**src/sv/awgc_pkg.sv**
```systemverilog
// ----------------------------------------------------------------------------
// awgc_pkg
// Types, codes and helper functions shared by the gesture classifier modules.
// ----------------------------------------------------------------------------
`default_nettype none

package awgc_pkg;

   // register indexes on the csr port
   localparam logic [1:0] REG_WINDOW_LEN      = 2'd0;
   localparam logic [1:0] REG_FORCE_THRESHOLD = 2'd1;
   localparam logic [1:0] REG_ROLL_THRESHOLD  = 2'd2;
   localparam logic [1:0] REG_PITCH_THRESHOLD = 2'd3;

   localparam logic [5:0]         WINDOW_LEN_RST      = 6'd30;
   localparam logic [14:0]        FORCE_THRESHOLD_RST = 15'd512;
   localparam logic signed [11:0] ROLL_THRESHOLD_RST  = -12'sd600;
   localparam logic signed [11:0] PITCH_THRESHOLD_RST = 12'sd1000;

   // smallest usable window
   localparam int unsigned MIN_WINDOW = 2;

   typedef enum logic [2:0] {
      DIR_LEFT    = 3'd0,
      DIR_RIGHT   = 3'd1,
      DIR_UP      = 3'd2,
      DIR_DOWN    = 3'd3,
      DIR_WEAK    = 3'd4,
      DIR_NO_AXIS = 3'd5
   } dir_type;

   localparam logic [3:0] COMP_NONE       = 4'd0;
   localparam logic [3:0] COMP_DOWN_RIGHT = 4'd1;
   localparam logic [3:0] COMP_DOWN_LEFT  = 4'd2;
   localparam logic [3:0] COMP_UP_LEFT    = 4'd3;
   localparam logic [3:0] COMP_UP_RIGHT   = 4'd4;
   localparam logic [3:0] COMP_LEFT_UP    = 4'd5;
   localparam logic [3:0] COMP_RIGHT_UP   = 4'd6;
   localparam logic [3:0] COMP_LEFT_DOWN  = 4'd7;
   localparam logic [3:0] COMP_RIGHT_DOWN = 4'd8;

   typedef enum logic [2:0] {
      ST_IDLE,
      ST_SCAN,
      ST_DRAIN,
      ST_DECIDE,
      ST_RESP
   } state_type;

   typedef struct packed {
      logic [5:0]         window_len;
      logic [14:0]        force_threshold;
      logic signed [11:0] roll_threshold;
      logic signed [11:0] pitch_threshold;
   } cfg_type;

   typedef struct packed {
      logic signed [11:0] pitch;
      logic signed [11:0] roll;
      logic signed [15:0] z;
      logic signed [15:0] y;
      logic signed [15:0] x;
   } sample_type;

   typedef struct packed {
      logic store;   // write the item into the window
      logic start;   // evaluating item taken: clear peaks, latch compose flag
      logic rd_en;   // read one window entry for the peak scan
      logic decide;  // classify from the peaks and load the result
   } cmd_type;

   // magnitude of a 16-bit signed value, -32768 gives 32768
   function automatic logic [16:0] mag17(input logic signed [15:0] v);
      logic [16:0] ext;
      begin
         ext = {v[15], v};
         mag17 = v[15] ? (17'd0 - ext) : ext;
      end
   endfunction

   function automatic logic [3:0] pair_code(input dir_type a, input dir_type b);
      begin
         pair_code = COMP_NONE;
         if (a == DIR_DOWN && b == DIR_RIGHT) pair_code = COMP_DOWN_RIGHT;
         if (a == DIR_DOWN && b == DIR_LEFT)  pair_code = COMP_DOWN_LEFT;
         if (a == DIR_UP && b == DIR_LEFT)    pair_code = COMP_UP_LEFT;
         if (a == DIR_UP && b == DIR_RIGHT)   pair_code = COMP_UP_RIGHT;
         if (a == DIR_LEFT && b == DIR_UP)    pair_code = COMP_LEFT_UP;
         if (a == DIR_RIGHT && b == DIR_UP)   pair_code = COMP_RIGHT_UP;
         if (a == DIR_LEFT && b == DIR_DOWN)  pair_code = COMP_LEFT_DOWN;
         if (a == DIR_RIGHT && b == DIR_DOWN) pair_code = COMP_RIGHT_DOWN;
      end
   endfunction

endpackage

`default_nettype wire

```
**src/sv/accel_window_gesture_classifier_core.sv**
```systemverilog
// ----------------------------------------------------------------------------
// accel_window_gesture_classifier_core
// Windowed accelerometer gesture classifier with optional two-step compose.
// ----------------------------------------------------------------------------
// usage:
//  req_* carries one sample per item. while the window holds fewer than
//  window_len samples (clamped to 2..MAX_WINDOW) the item is written to the
//  window memory and taken, no result follows.
//  the next item is not stored; it starts an evaluation: the window memory
//  is read one entry a cycle through its single read port, a drain state
//  waits on the registered read and a decide state classifies; rsp_tvalid
//  rises in the resp state that follows.
//  the result stays in its output register while rsp_tready is low, and no
//  new item is taken until it is delivered.
//  csr_* writes a register; write only while the block idles.
//  reset (synchronous) empties the window, clears compose state and loads
//  the register defaults; stored samples are not cleared.
// ----------------------------------------------------------------------------
`default_nettype none

module accel_window_gesture_classifier_core #(
   parameter int unsigned MAX_WINDOW = 32
) (
   input  wire logic        clock,
   input  wire logic        reset,
   input  wire logic        req_tvalid,
   output logic             req_tready,
   // force_x[15:0] force_y[31:16] force_z[47:32] roll_angle[59:48] pitch_angle[71:60]
   input  wire logic [71:0] req_tdata,
   // compose_held[0]
   input  wire logic [0:0]  req_tuser,
   output logic             rsp_tvalid,
   input  wire logic        rsp_tready,
   // direction[2:0] composite[6:3] zero[7]
   output logic [7:0]       rsp_tdata,
   input  wire logic        csr_we,
   input  wire logic [1:0]  csr_index,
   input  wire logic [14:0] csr_wdata
);

   localparam int unsigned AW = $clog2(MAX_WINDOW);

   awgc_pkg::cfg_type    cfg;
   awgc_pkg::cmd_type    cmd;
   awgc_pkg::sample_type sample;
   logic [AW-1:0]        wr_addr, rd_addr;
   logic [2:0]           direction;
   logic [3:0]           composite;

   assign sample = req_tdata;

   awgc_csr u_csr (
      .clock     (clock),
      .reset     (reset),
      .csr_we    (csr_we),
      .csr_index (csr_index),
      .csr_wdata (csr_wdata),
      .cfg       (cfg)
   );

   awgc_ctrl #(.MAX_WINDOW(MAX_WINDOW)) u_ctrl (
      .clock      (clock),
      .reset      (reset),
      .window_len (cfg.window_len),
      .req_tvalid (req_tvalid),
      .req_tready (req_tready),
      .rsp_tvalid (rsp_tvalid),
      .rsp_tready (rsp_tready),
      .cmd        (cmd),
      .wr_addr    (wr_addr),
      .rd_addr    (rd_addr)
   );

   awgc_dp #(.MAX_WINDOW(MAX_WINDOW)) u_dp (
      .clock        (clock),
      .reset        (reset),
      .cfg          (cfg),
      .sample       (sample),
      .compose_held (req_tuser[0]),
      .cmd          (cmd),
      .wr_addr      (wr_addr),
      .rd_addr      (rd_addr),
      .direction    (direction),
      .composite    (composite)
   );

   assign rsp_tdata = {1'b0, composite, direction};

endmodule

`default_nettype wire

```
**src/sv/awgc_csr.sv**
```systemverilog
// ----------------------------------------------------------------------------
// awgc_csr
// Configuration registers written through the plain csr write port.
// ----------------------------------------------------------------------------
`default_nettype none

module awgc_csr (
   input  wire logic             clock,
   input  wire logic             reset,
   input  wire logic             csr_we,
   input  wire logic [1:0]       csr_index,
   input  wire logic [14:0]      csr_wdata,
   output awgc_pkg::cfg_type     cfg
);

   awgc_pkg::cfg_type cfg_ff;
   awgc_pkg::cfg_type cfg_in;

   always_comb begin
      cfg_in = cfg_ff;
      if (csr_we) begin
         case (csr_index)
            awgc_pkg::REG_WINDOW_LEN:      cfg_in.window_len      = csr_wdata[5:0];
            awgc_pkg::REG_FORCE_THRESHOLD: cfg_in.force_threshold = csr_wdata;
            awgc_pkg::REG_ROLL_THRESHOLD:  cfg_in.roll_threshold  = csr_wdata[11:0];
            awgc_pkg::REG_PITCH_THRESHOLD: cfg_in.pitch_threshold = csr_wdata[11:0];
            default:                       cfg_in = cfg_ff;
         endcase
      end
   end

   always_ff @(posedge clock) begin
      if (reset) begin
         cfg_ff.window_len      <= awgc_pkg::WINDOW_LEN_RST;
         cfg_ff.force_threshold <= awgc_pkg::FORCE_THRESHOLD_RST;
         cfg_ff.roll_threshold  <= awgc_pkg::ROLL_THRESHOLD_RST;
         cfg_ff.pitch_threshold <= awgc_pkg::PITCH_THRESHOLD_RST;
      end else begin
         cfg_ff <= cfg_in;
      end
   end

   assign cfg = cfg_ff;

endmodule

`default_nettype wire

```
**src/sv/awgc_ctrl.sv**
```systemverilog
// ----------------------------------------------------------------------------
// awgc_ctrl
// Sequencer: fills the window, walks it for the peak scan, hands off results.
// ----------------------------------------------------------------------------
`default_nettype none

module awgc_ctrl #(
   parameter int unsigned MAX_WINDOW = 32
) (
   input  wire logic                          clock,
   input  wire logic                          reset,
   input  wire logic [5:0]                    window_len,
   input  wire logic                          req_tvalid,
   output logic                               req_tready,
   output logic                               rsp_tvalid,
   input  wire logic                          rsp_tready,
   output awgc_pkg::cmd_type                  cmd,
   output logic [$clog2(MAX_WINDOW)-1:0]      wr_addr,
   output logic [$clog2(MAX_WINDOW)-1:0]      rd_addr
);

   localparam int unsigned AW = $clog2(MAX_WINDOW);
   localparam int unsigned CW = $clog2(MAX_WINDOW + 1);
   localparam int unsigned LW = (CW > 6) ? CW : 6;

   awgc_pkg::state_type state_ff, state_in;
   logic [CW-1:0] count_ff, count_in;
   logic [AW-1:0] scan_ff, scan_in;
   logic [LW-1:0] len;
   logic [LW-1:0] len_last;

   // clamp the window length into [MIN_WINDOW, MAX_WINDOW]
   always_comb begin
      len = LW'(window_len);
      if (len < LW'(awgc_pkg::MIN_WINDOW)) len = LW'(awgc_pkg::MIN_WINDOW);
      if (len > LW'(MAX_WINDOW))           len = LW'(MAX_WINDOW);
      len_last = len - LW'(1);
   end

   always_comb begin
      state_in   = state_ff;
      count_in   = count_ff;
      scan_in    = scan_ff;
      cmd        = '0;
      req_tready = 1'b0;
      rsp_tvalid = 1'b0;
      case (state_ff)
         awgc_pkg::ST_IDLE: begin
            req_tready = 1'b1;
            if (req_tvalid) begin
               if (LW'(count_ff) < len) begin
                  cmd.store = 1'b1;
                  count_in  = count_ff + CW'(1);
               end else begin
                  cmd.start = 1'b1;
                  count_in  = '0;
                  scan_in   = '0;
                  state_in  = awgc_pkg::ST_SCAN;
               end
            end
         end
         awgc_pkg::ST_SCAN: begin
            cmd.rd_en = 1'b1;
            scan_in   = scan_ff + AW'(1);
            if (scan_ff == len_last[AW-1:0]) state_in = awgc_pkg::ST_DRAIN;
         end
         // last read word is compared in this cycle
         awgc_pkg::ST_DRAIN: begin
            state_in = awgc_pkg::ST_DECIDE;
         end
         awgc_pkg::ST_DECIDE: begin
            cmd.decide = 1'b1;
            state_in   = awgc_pkg::ST_RESP;
         end
         awgc_pkg::ST_RESP: begin
            rsp_tvalid = 1'b1;
            if (rsp_tready) state_in = awgc_pkg::ST_IDLE;
         end
         default: begin
            state_in = awgc_pkg::ST_IDLE;
         end
      endcase
   end

   always_ff @(posedge clock) begin
      if (reset) begin
         state_ff <= awgc_pkg::ST_IDLE;
         count_ff <= '0;
         scan_ff  <= '0;
      end else begin
         state_ff <= state_in;
         count_ff <= count_in;
         scan_ff  <= scan_in;
      end
   end

   assign wr_addr = count_ff[AW-1:0];
   assign rd_addr = scan_ff;

endmodule

`default_nettype wire

```
**src/sv/awgc_dp.sv**
```systemverilog
// ----------------------------------------------------------------------------
// awgc_dp
// Datapath: sample window memory, peak tracking, classification and compose.
// ----------------------------------------------------------------------------
`default_nettype none

module awgc_dp #(
   parameter int unsigned MAX_WINDOW = 32
) (
   input  wire logic                          clock,
   input  wire logic                          reset,
   input  wire awgc_pkg::cfg_type             cfg,
   input  wire awgc_pkg::sample_type          sample,
   input  wire logic                          compose_held,
   input  wire awgc_pkg::cmd_type             cmd,
   input  wire logic [$clog2(MAX_WINDOW)-1:0] wr_addr,
   input  wire logic [$clog2(MAX_WINDOW)-1:0] rd_addr,
   output logic [2:0]                         direction,
   output logic [3:0]                         composite
);

   awgc_pkg::sample_type mem [MAX_WINDOW];
   awgc_pkg::sample_type rd_data_ff;
   logic                 rd_valid_ff;

   // running peaks, plus the fields of the sample that holds the x and z peaks
   logic [16:0]        mx_ff, my_ff, mz_ff;
   logic [16:0]        zx_ff;       // |z| of the x-peak sample
   logic signed [11:0] rollx_ff, pitchx_ff, rollz_ff, pitchz_ff;
   logic [16:0]        ax, ay, az;

   logic                held_ff;
   logic                compose_cnt_ff;
   awgc_pkg::dir_type   first_dir_ff;
   logic [2:0]          direction_ff;
   logic [3:0]          composite_ff;

   logic                x_dom, z_dom;
   logic [16:0]         sel_z;
   logic signed [11:0]  sel_roll, sel_pitch;
   awgc_pkg::dir_type   dir;

   always_ff @(posedge clock) begin
      if (cmd.store) mem[wr_addr] <= sample;
      if (cmd.rd_en) rd_data_ff <= mem[rd_addr];
   end

   always_ff @(posedge clock) begin
      if (reset) rd_valid_ff <= 1'b0;
      else       rd_valid_ff <= cmd.rd_en;
   end

   assign ax = awgc_pkg::mag17(rd_data_ff.x);
   assign ay = awgc_pkg::mag17(rd_data_ff.y);
   assign az = awgc_pkg::mag17(rd_data_ff.z);

   // strict compare keeps the earliest index on a tie
   always_ff @(posedge clock) begin
      if (cmd.start) begin
         mx_ff   <= '0;
         my_ff   <= '0;
         mz_ff   <= '0;
         held_ff <= compose_held;
      end else if (rd_valid_ff) begin
         if (ax > mx_ff) begin
            mx_ff     <= ax;
            zx_ff     <= az;
            rollx_ff  <= rd_data_ff.roll;
            pitchx_ff <= rd_data_ff.pitch;
         end
         if (ay > my_ff) my_ff <= ay;
         if (az > mz_ff) begin
            mz_ff     <= az;
            rollz_ff  <= rd_data_ff.roll;
            pitchz_ff <= rd_data_ff.pitch;
         end
      end
   end

   always_comb begin
      x_dom     = (mx_ff > my_ff) && (mx_ff > mz_ff);
      z_dom     = (mz_ff > my_ff) && (mz_ff > mx_ff);
      sel_z     = x_dom ? zx_ff : mz_ff;
      sel_roll  = x_dom ? rollx_ff : rollz_ff;
      sel_pitch = x_dom ? pitchx_ff : pitchz_ff;
      if (sel_z < {2'b00, cfg.force_threshold}) begin
         dir = awgc_pkg::DIR_WEAK;
      end else if (sel_roll < cfg.roll_threshold) begin
         dir = (sel_pitch < cfg.pitch_threshold) ? awgc_pkg::DIR_LEFT : awgc_pkg::DIR_RIGHT;
      end else begin
         dir = (sel_pitch < cfg.pitch_threshold) ? awgc_pkg::DIR_UP : awgc_pkg::DIR_DOWN;
      end
   end

   always_ff @(posedge clock) begin
      if (reset) begin
         compose_cnt_ff <= 1'b0;
         first_dir_ff   <= awgc_pkg::DIR_LEFT;
      end else if (cmd.decide && (x_dom || z_dom)) begin
         if (!held_ff) begin
            compose_cnt_ff <= 1'b0;
         end else if (!compose_cnt_ff) begin
            compose_cnt_ff <= 1'b1;
            first_dir_ff   <= dir;
         end else begin
            compose_cnt_ff <= 1'b0;
         end
      end
   end

   always_ff @(posedge clock) begin
      if (cmd.decide) begin
         if (!(x_dom || z_dom)) begin
            direction_ff <= awgc_pkg::DIR_NO_AXIS;
            composite_ff <= awgc_pkg::COMP_NONE;
         end else begin
            direction_ff <= dir;
            if (held_ff && compose_cnt_ff) composite_ff <= awgc_pkg::pair_code(first_dir_ff, dir);
            else                           composite_ff <= awgc_pkg::COMP_NONE;
         end
      end
   end

   assign direction = direction_ff;
   assign composite = composite_ff;

endmodule

`default_nettype wire

```
**config.mk**
```make
export PLATFORM = sky130hd
export DESIGN_NAME = accel_window_gesture_classifier_core
export DESIGN_NICKNAME = d
export VERILOG_FILES = /design/src/sv/awgc_pkg.sv /design/src/sv/accel_window_gesture_classifier_core.sv /design/src/sv/awgc_csr.sv /design/src/sv/awgc_ctrl.sv /design/src/sv/awgc_dp.sv
export SDC_FILE = /design/constraint.sdc
export NUM_CORES = 2
export LEC_CHECK = 0
export BUFFER_PORTS_ARGS = -buffer_cell sky130_fd_sc_hd__clkbuf_2
export CAP_MARGIN = 40
export CORE_MARGIN = 2
export CORE_UTILIZATION = 32
export DETAILED_ROUTE_END_ITERATION = 16
export PLACE_DENSITY = 0.43
export SLEW_MARGIN = 10
export SYNTH_ARGS = -nofsm -noshare
export SYNTH_HDL_FRONTEND = slang
export SYNTH_SLANG_ARGS = --single-unit
```
**constraint.sdc**
```tcl
create_clock -name clock -period 8.5 [get_ports clock]
set_input_delay 0.425 -clock clock [delete_from_list [all_inputs] [get_ports clock]]
set_output_delay 0.425 -clock clock [all_outputs]
set_load 0.02 [all_outputs]
```
# Word-level counts from Yosys, hierarchy flattened
# Memory sizes are Yosys's and may differ from the RTL's. A register that Yosys moved wholly into a read port is not among the register bits.
# Cells that the tools add are included.
# W data, S select, Z words.
[totals]
out_inout_bits = 10
reg_bits = 188
ramBits = 2304
inputBits = 95
memories = 1
[classes]
mux = 41
addsub = 6
eq_ne = 18
reduce_logical = 33
bitwise_logic = 4
n_lt_le_gt_ge = 13
[memory_table]
columns = ["memory", "depth", "width", "read_ports", "rd_clocked_by_memory_dff", "wr", "line", "rtl"]
rows = [
  ["u_dp.mem", 32, 72, 1, 1, 1, "awgc_dp.sv:22", "awgc_pkg::sample_type mem [MAX_WINDOW];"],
]
[op_table]
columns = ["op", "n"]
rows = [
  ["$gt A17 B17 Y1", 7],
  ["$mux W17", 4],
  ["$sub A1 B16 Y17 const A", 3],
  ["$mux W3", 10],
  ["$lt A12 B12 Y1", 2],
  ["$mux W12", 2],
  ["$eq A3 B2 Y1 const B", 6],
  ["$mux W6", 3],
  ["$reduce_and A2 Y1", 9],
  ["$lt A17 B15 Y1", 1],
  ["$pmux W3 S5", 1],
  ["$mux W1", 13],
  ["$logic_and A1 B1 Y1", 12],
  ["$reduce_and A3 Y1", 4],
  ["$mux W5", 2],
  ["$pmux W5 S2", 1],
  ["$eq A3 B1 Y1 const B", 3],
  ["$logic_not A3 Y1", 3],
  ["$mux W2", 4],
  ["$add A6 B1 Y6 const B", 1],
  ["$gt A6 B6 Y1 const B", 1],
  ["$lt A6 B2 Y1 const B", 1],
  ["$lt A6 B6 Y1", 1],
  ["$ne A2 B2 Y1 const B", 3],
  ["other kinds (14)", 18],
]

# Depth between registers and ports, before layout
[logic_depth]
depth_word = 17
depth_mapped = 21

# Modules after synthesis
# From an unflattened synthesis, not the netlist that was laid out.
[unflattened]
cells_unflattened = 4634
hier_area_um2 = 101292.1
[by_module_without_submodules]
columns = ["mod", "area_each_um2", "cells_per_inst", "instances"]
rows = [
  ["awgc_dp", 98420.6, 4328, 1],
  ["awgc_csr", 1848.0, 180, 1],
  ["awgc_ctrl", 1012.2, 124, 1],
  ["accel_window_gesture_classifier_core", 11.3, 2, 1],
]

# Worst setup path after synthesis
# Ideal clock, no wire load.
[synth_timing]
path_kind = "flip-flop to flip-flop"
start = "reg u_ctrl.state_ff[0]"
end = "reg u_ctrl.state_ff[1]"
n_path_buf = 0
slack_ns = 1.210
required_time_ns = 8.367
path_stages_with_launch = 5
arrival_ns = 7.157
cell_sequence = "dfxtp_1 nor3b_1 o41ai_1 nand3b_1 a211oi_1"
[synth_via]
elab_chain_cells = 3
word_cells_on_any_way = 11
[synth_lines]
columns = ["item", "line", "rtl"]
rows = [
  ["from (decl)", "awgc_ctrl.sv:26", "awgc_pkg::state_type state_ff, state_in;"],
  ["from (signal assigned)", "awgc_ctrl.sv:87", "state_ff <= awgc_pkg::ST_IDLE;"],
  ["from (signal assigned)", "awgc_ctrl.sv:91", "state_ff <= state_in;"],
  ["$eq A3 B1 Y1 (tied with other cells)", "awgc_ctrl.sv:47", "case (state_ff)"],
  ["$ne A2 B1 Y1 (no line) / $ne A2 B2 Y1 (equally long branches)", "--", ""],
  ["$reduce_and A4 Y1 (no line)", "--", ""],
]
# Several ways; a longest one is shown, not always the timed one.
# A chain may end at the register's enable or synchronous reset.

# Final worst setup path
[layout_timing]
start = "reg u_dp.mx_ff[15]"
end = "reg u_dp.composite_ff[0], in the netlist u_dp.composite[0] (data pin)"
[layout_via]
elab_chain_cells = 16
word_cells_on_any_way = 37
[layout_lines]
columns = ["item", "line", "rtl"]
rows = [
  ["from (decl)", "awgc_dp.sv:27", "logic [16:0] mx_ff, my_ff, mz_ff;"],
  ["from (signal assigned)", "awgc_dp.sv:60", "mx_ff <= '0;"],
  ["from (signal assigned)", "awgc_dp.sv:66", "mx_ff <= ax;"],
  ["$gt A17 B17 Y1", "awgc_dp.sv:81", "x_dom = (mx_ff > my_ff) && (mx_ff > mz_ff);"],
  ["$logic_and A1 B1 Y1", "awgc_dp.sv:81", ""],
  ["$mux W12", "awgc_dp.sv:85", "sel_pitch = x_dom ? pitchx_ff : pitchz_ff;"],
  ["$lt A12 B12 Y1", "awgc_dp.sv:89, awgc_dp.sv:91", ""],
  ["$mux W1", "awgc_dp.sv:89, awgc_dp.sv:91", ""],
  ["$mux W3", "awgc_dp.sv:88", "end else if (sel_roll < cfg.roll_threshold) begin"],
  ["$mux W3", "awgc_dp.sv:86", "if (sel_z < {2'b00, cfg.force_threshold}) begin"],
  ["$eq A3 B1 Y1", "awgc_pkg.sv:84, awgc_pkg.sv:87", ""],
  ["$logic_and A1 B1 Y1", "awgc_pkg.sv:84", "if (a == DIR_DOWN && b == DIR_RIGHT) pair_code = COMP_DOWN_RIGHT;"],
  ["$mux W1", "awgc_pkg.sv:84", ""],
  ["$mux W2", "awgc_pkg.sv:85", "if (a == DIR_DOWN && b == DIR_LEFT) pair_code = COMP_DOWN_LEFT;"],
  ["$mux W2", "awgc_pkg.sv:86", "if (a == DIR_UP && b == DIR_LEFT) pair_code = COMP_UP_LEFT;"],
  ["$mux W3", "awgc_pkg.sv:87", "if (a == DIR_UP && b == DIR_RIGHT) pair_code = COMP_UP_RIGHT;"],
  ["$mux W3", "awgc_pkg.sv:88", "if (a == DIR_LEFT && b == DIR_UP) pair_code = COMP_LEFT_UP;"],
  ["$mux W3", "awgc_pkg.sv:89", "if (a == DIR_RIGHT && b == DIR_UP) pair_code = COMP_RIGHT_UP;"],
  ["$mux W3", "awgc_pkg.sv:90", "if (a == DIR_LEFT && b == DIR_DOWN) pair_code = COMP_LEFT_DOWN;"],
  ["to (signal assigned)", "awgc_dp.sv:115", "composite_ff <= awgc_pkg::COMP_NONE;"],
  ["to (signal assigned)", "awgc_dp.sv:118", "if (held_ff && compose_cnt_ff) composite_ff <= awgc_pkg::pair_code(first_dir_ff, dir);"],
  ["to (signal assigned)", "awgc_dp.sv:119", "else composite_ff <= awgc_pkg::COMP_NONE;"],
  ["to (decl)", "awgc_dp.sv:36", "logic [3:0] composite_ff;"],
]
# Several ways; a longest one is shown, not always the timed one.

==> metrics.yaml <==
logic_synthesis:
  synthCells: 4592
  synth_area_leader_cell: "edfxtp_1"
  synth_cell_type_count: 63
  synth_async_sr_flop_share_pct: 0
  synth_top_area_share_pct: 73.1
  synth-seq-cells: 2564
  avgSynthCellArea_sq_um: 21.9
  synthTopCellsByArea: "edfxtp_1 73%, mux4_2 16%, dfxtp_1 2.3%"
  synthesis.area_sq_um: 101000
  yosys.cell_count.top_type: "edfxtp_1"
  synth_edf_count: 2449
  ys.flop_type: "edfxtp_1"
  yosys_warnings: 0
  ys_seq_area_share_pct: 75.3
  synthTopCellsByCount: "2449 x edfxtp_1, 720 x mux4_2, 152 x ha_1"
worst_setup_path:
  reg2reg_depth: 16
  reg2reg_from: "u_dp.mx_ff[15]"
  crit_type: "flop to flop"
  r2r_end: "u_dp.composite[0]"
  cp-end-kind: "flop"
  path_max_fanout: 54
  critPathRequiredTime_ns: 9.13
  reg2reg_setup_slack_ns: 2.86
  arrival_ns: 6.27
  cp-start-kind: "flop"
global_route:
  antenna_found_initial: 37
  grtUsageTotal_pct: 18.2
  grt_overflow_total: 0
  grt_pass1_vias: 49600
  grt_pass1_wl_um: 404000
  grt_max_degree: 106
finish:
  area_growth_pct: 15.9
  nets: 5186
  stdcell_area_sq_um: 117000
  drive_above_1_share_pct: 28.9
outcome:
  status: "finished, final reports clean"
clock_network:
  clockRootBuffer: "clkbuf_16"
  clock_latency_ns: 0.88
  cts_sinks: 2564
  htreeDepth: 5
  path_clk_slew_ns: 0.06
  cts_tree: "built"
  cts-buffers-inserted: 293
  post_cts_buffers: 0
  clockBufferDepth: 4
placed_design:
  port_buffers: 103
  hpwlAfterDp_um: 153000
  placed_cell_area_sq_um: 107000
  gp_congestion: 0.789
drt:
  wirelength_um: 292000
  vias: 48200
  avgRoutedWirePerCell_um: 31.4
  remaining_drc_errors: 0
  firstDrtPassIters: 5
  avgViaCountPerCell: 5.18
  drt-initial-drc-count: 4878
  antenna_left: 0
hold_path:
  worst_hold_path.endpoint: "u_csr.cfg[39]"
  hold_class: "primary input to flop"
  hp-start: "reset"
  holdPathStages: 3
power_and_ir_drop:
  powerDensity_nw_per_um2: 249
  power_leakage_nw: 35.6
  max-vdd-ir-drop_mv: 0.155
floorplan:
  top_level_ports: 105
  num_rows: 205
  dieArea_sq_um: 319000
  core_region_area_sq_um: 312000
  die_h_um: 565
  start_util_pct: 32.2
  fp.dieW_um: 565
sta:
  slew_headroom_pct: 29.5
  finalCritPeriodShare_pct: 66.3
  worst_pin_slew_ns: 1.06
  skew_ns: 0.0402
  finalHoldViolations: 0
  fmax_mhz: 177
  final-max-slew-violation-count: 0
  setup_tns_ns: 0
  fin_crit_ns: 5.64
  rsz0062_at_grt: "false"
  setup_viol: 0
job:
  drv_cap: 0
logic make-up after synthesis:
group	synth area share [%]
buffers and inverters	1.17
DFF	75.3
AOI/OAI and AO/OA	1.44
xor gates and xnor gates	0.470
muxes	17.7
adders and majority gates	1.89
and+or+nand+nor	2.01
other	0.00373
where the power goes:
| part | leakage (nW) | internal (mW) | switching [mW] |
|---|---|---|---|
| sequential | 23.0 | 14.1 | 0.111 |
| clock | 4.40 | 7.06 | 5.08 |
| combinational | 8.24 | 1.13 | 1.57 |
| total | 35.6 | 22.2 | 6.76 |
registers in the layout, summed over array words and instances (netlist names), 4 cells and up:
signal           count
u_dp.mz_ff          17
u_ctrl.rd_addr       5
u_dp.mem          2304
u_dp.pitchx_ff      12
u_dp.rollz_ff       12
u_csr.cfg           45
u_dp.my_ff          17
u_dp.rollx_ff       12
u_ctrl.count_ff      6
u_dp.pitchz_ff      12
u_dp.composite       4
u_dp.zx_ff          17
u_dp.rd_data_ff     72
u_dp.mx_ff          17
layout by cell type (no fill, tap or decap), drive strengths merged, types with 25 or more instances in the layout:
| cell type | n |
|---|---|
| nor2 | 121 |
| mux4 | 720 |
| ha | 152 |
| dfxtp | 115 |
| clkbuf | 484 |
| mux2i | 51 |
| a21oi | 71 |
| inv | 115 |
| edfxtp | 2449 |
| buf | 137 |
| a21o | 26 |
| mux2 | 94 |
| nand2 | 136 |
| xnor2 | 45 |
| clkinv | 92 |
| o21ai | 51 |
| nand4 | 25 |
final cells by class:
class | count | area [sq um]
diodes | 5 | 12.5
repair buffers | 258 | 2290
multi-input cells | 1720 | 23900
clock buffers | 381 | 7810
flip-flops and latches | 2564 | 75900
clock inverters | 128 | 1220
inverters | 102 | 383
fillers | 28300 | 196000
well taps | 4140 | 5180
layer usage:
layer / part of all wire [%] / global-route usage (%) / vias to the layer above
li1: - / - / 20000
met1: 46 / 26.5 / 26500
met2: 46 / 28.4 / 1339
met3: 5.8 / 3.44 / 355
met4: 1.8 / 3.72 / 28
met5: 0.056 / 0 / -
worst max-delay path, cell delays in order (launching register included):
cell and delay [ns]:
dfxtp_1 0.35, inv_1 0.07, ha_1 0.31, nand4_1 0.22
nor4_1 0.13, a21boi_1 0.16, or4_1 0.71, nor2_8 0.68
mux2_2 0.42, ha_1 0.32, nand4_1 0.11, o311ai_0 0.47
o32ai_1 0.14, a31oi_1 0.60, nor3_1 0.13, or3b_1 0.37
and3_1 0.18
repair_timing:
action | in CTS | in global routing
gates resized for setup | 0 | 0
hold buffers | 18 | 0
hold endpoints to repair | 50 | 0
how the worst max path moves through the flow:
stage | startpoint | endpoint | slack, ns | cells past startpoint
3_3_place_gp | u_dp.mx_ff[15] | u_dp.composite[0] | 2.92 | 16
3_5_place_dp | u_dp.mx_ff[15] | u_dp.composite[0] | 2.85 | 16
5_1_grt | u_dp.mx_ff[15] | u_dp.composite[0] | 2.45 | 16
2_1_floorplan | u_ctrl.state_ff[0] | u_ctrl.state_ff[1] | 1.21 | 4
6_report | u_dp.mx_ff[15] | u_dp.composite[0] | 2.86 | 16
4_1_cts | u_dp.mx_ff[15] | u_dp.composite[0] | 2.85 | 16
per-stage QoR:
stage	total power, mW	utilization, %	std cells	hold WS (ns)	setup WS (ns)
2_1_floorplan	16.2	-	4596	0.421	1.21
3_3_place_gp	17.1	34.3	8744	0.429	2.92
3_5_place_dp	17.2	34.4	8764	0.434	2.85
4_1_cts	29.4	37.3	9291	0.0430	2.85
5_1_grt	30.1	37.3	9294	0.138	2.45
6_report	29.0	37.4	9298	0.128	2.86
(Power assumes the default switching activity.)
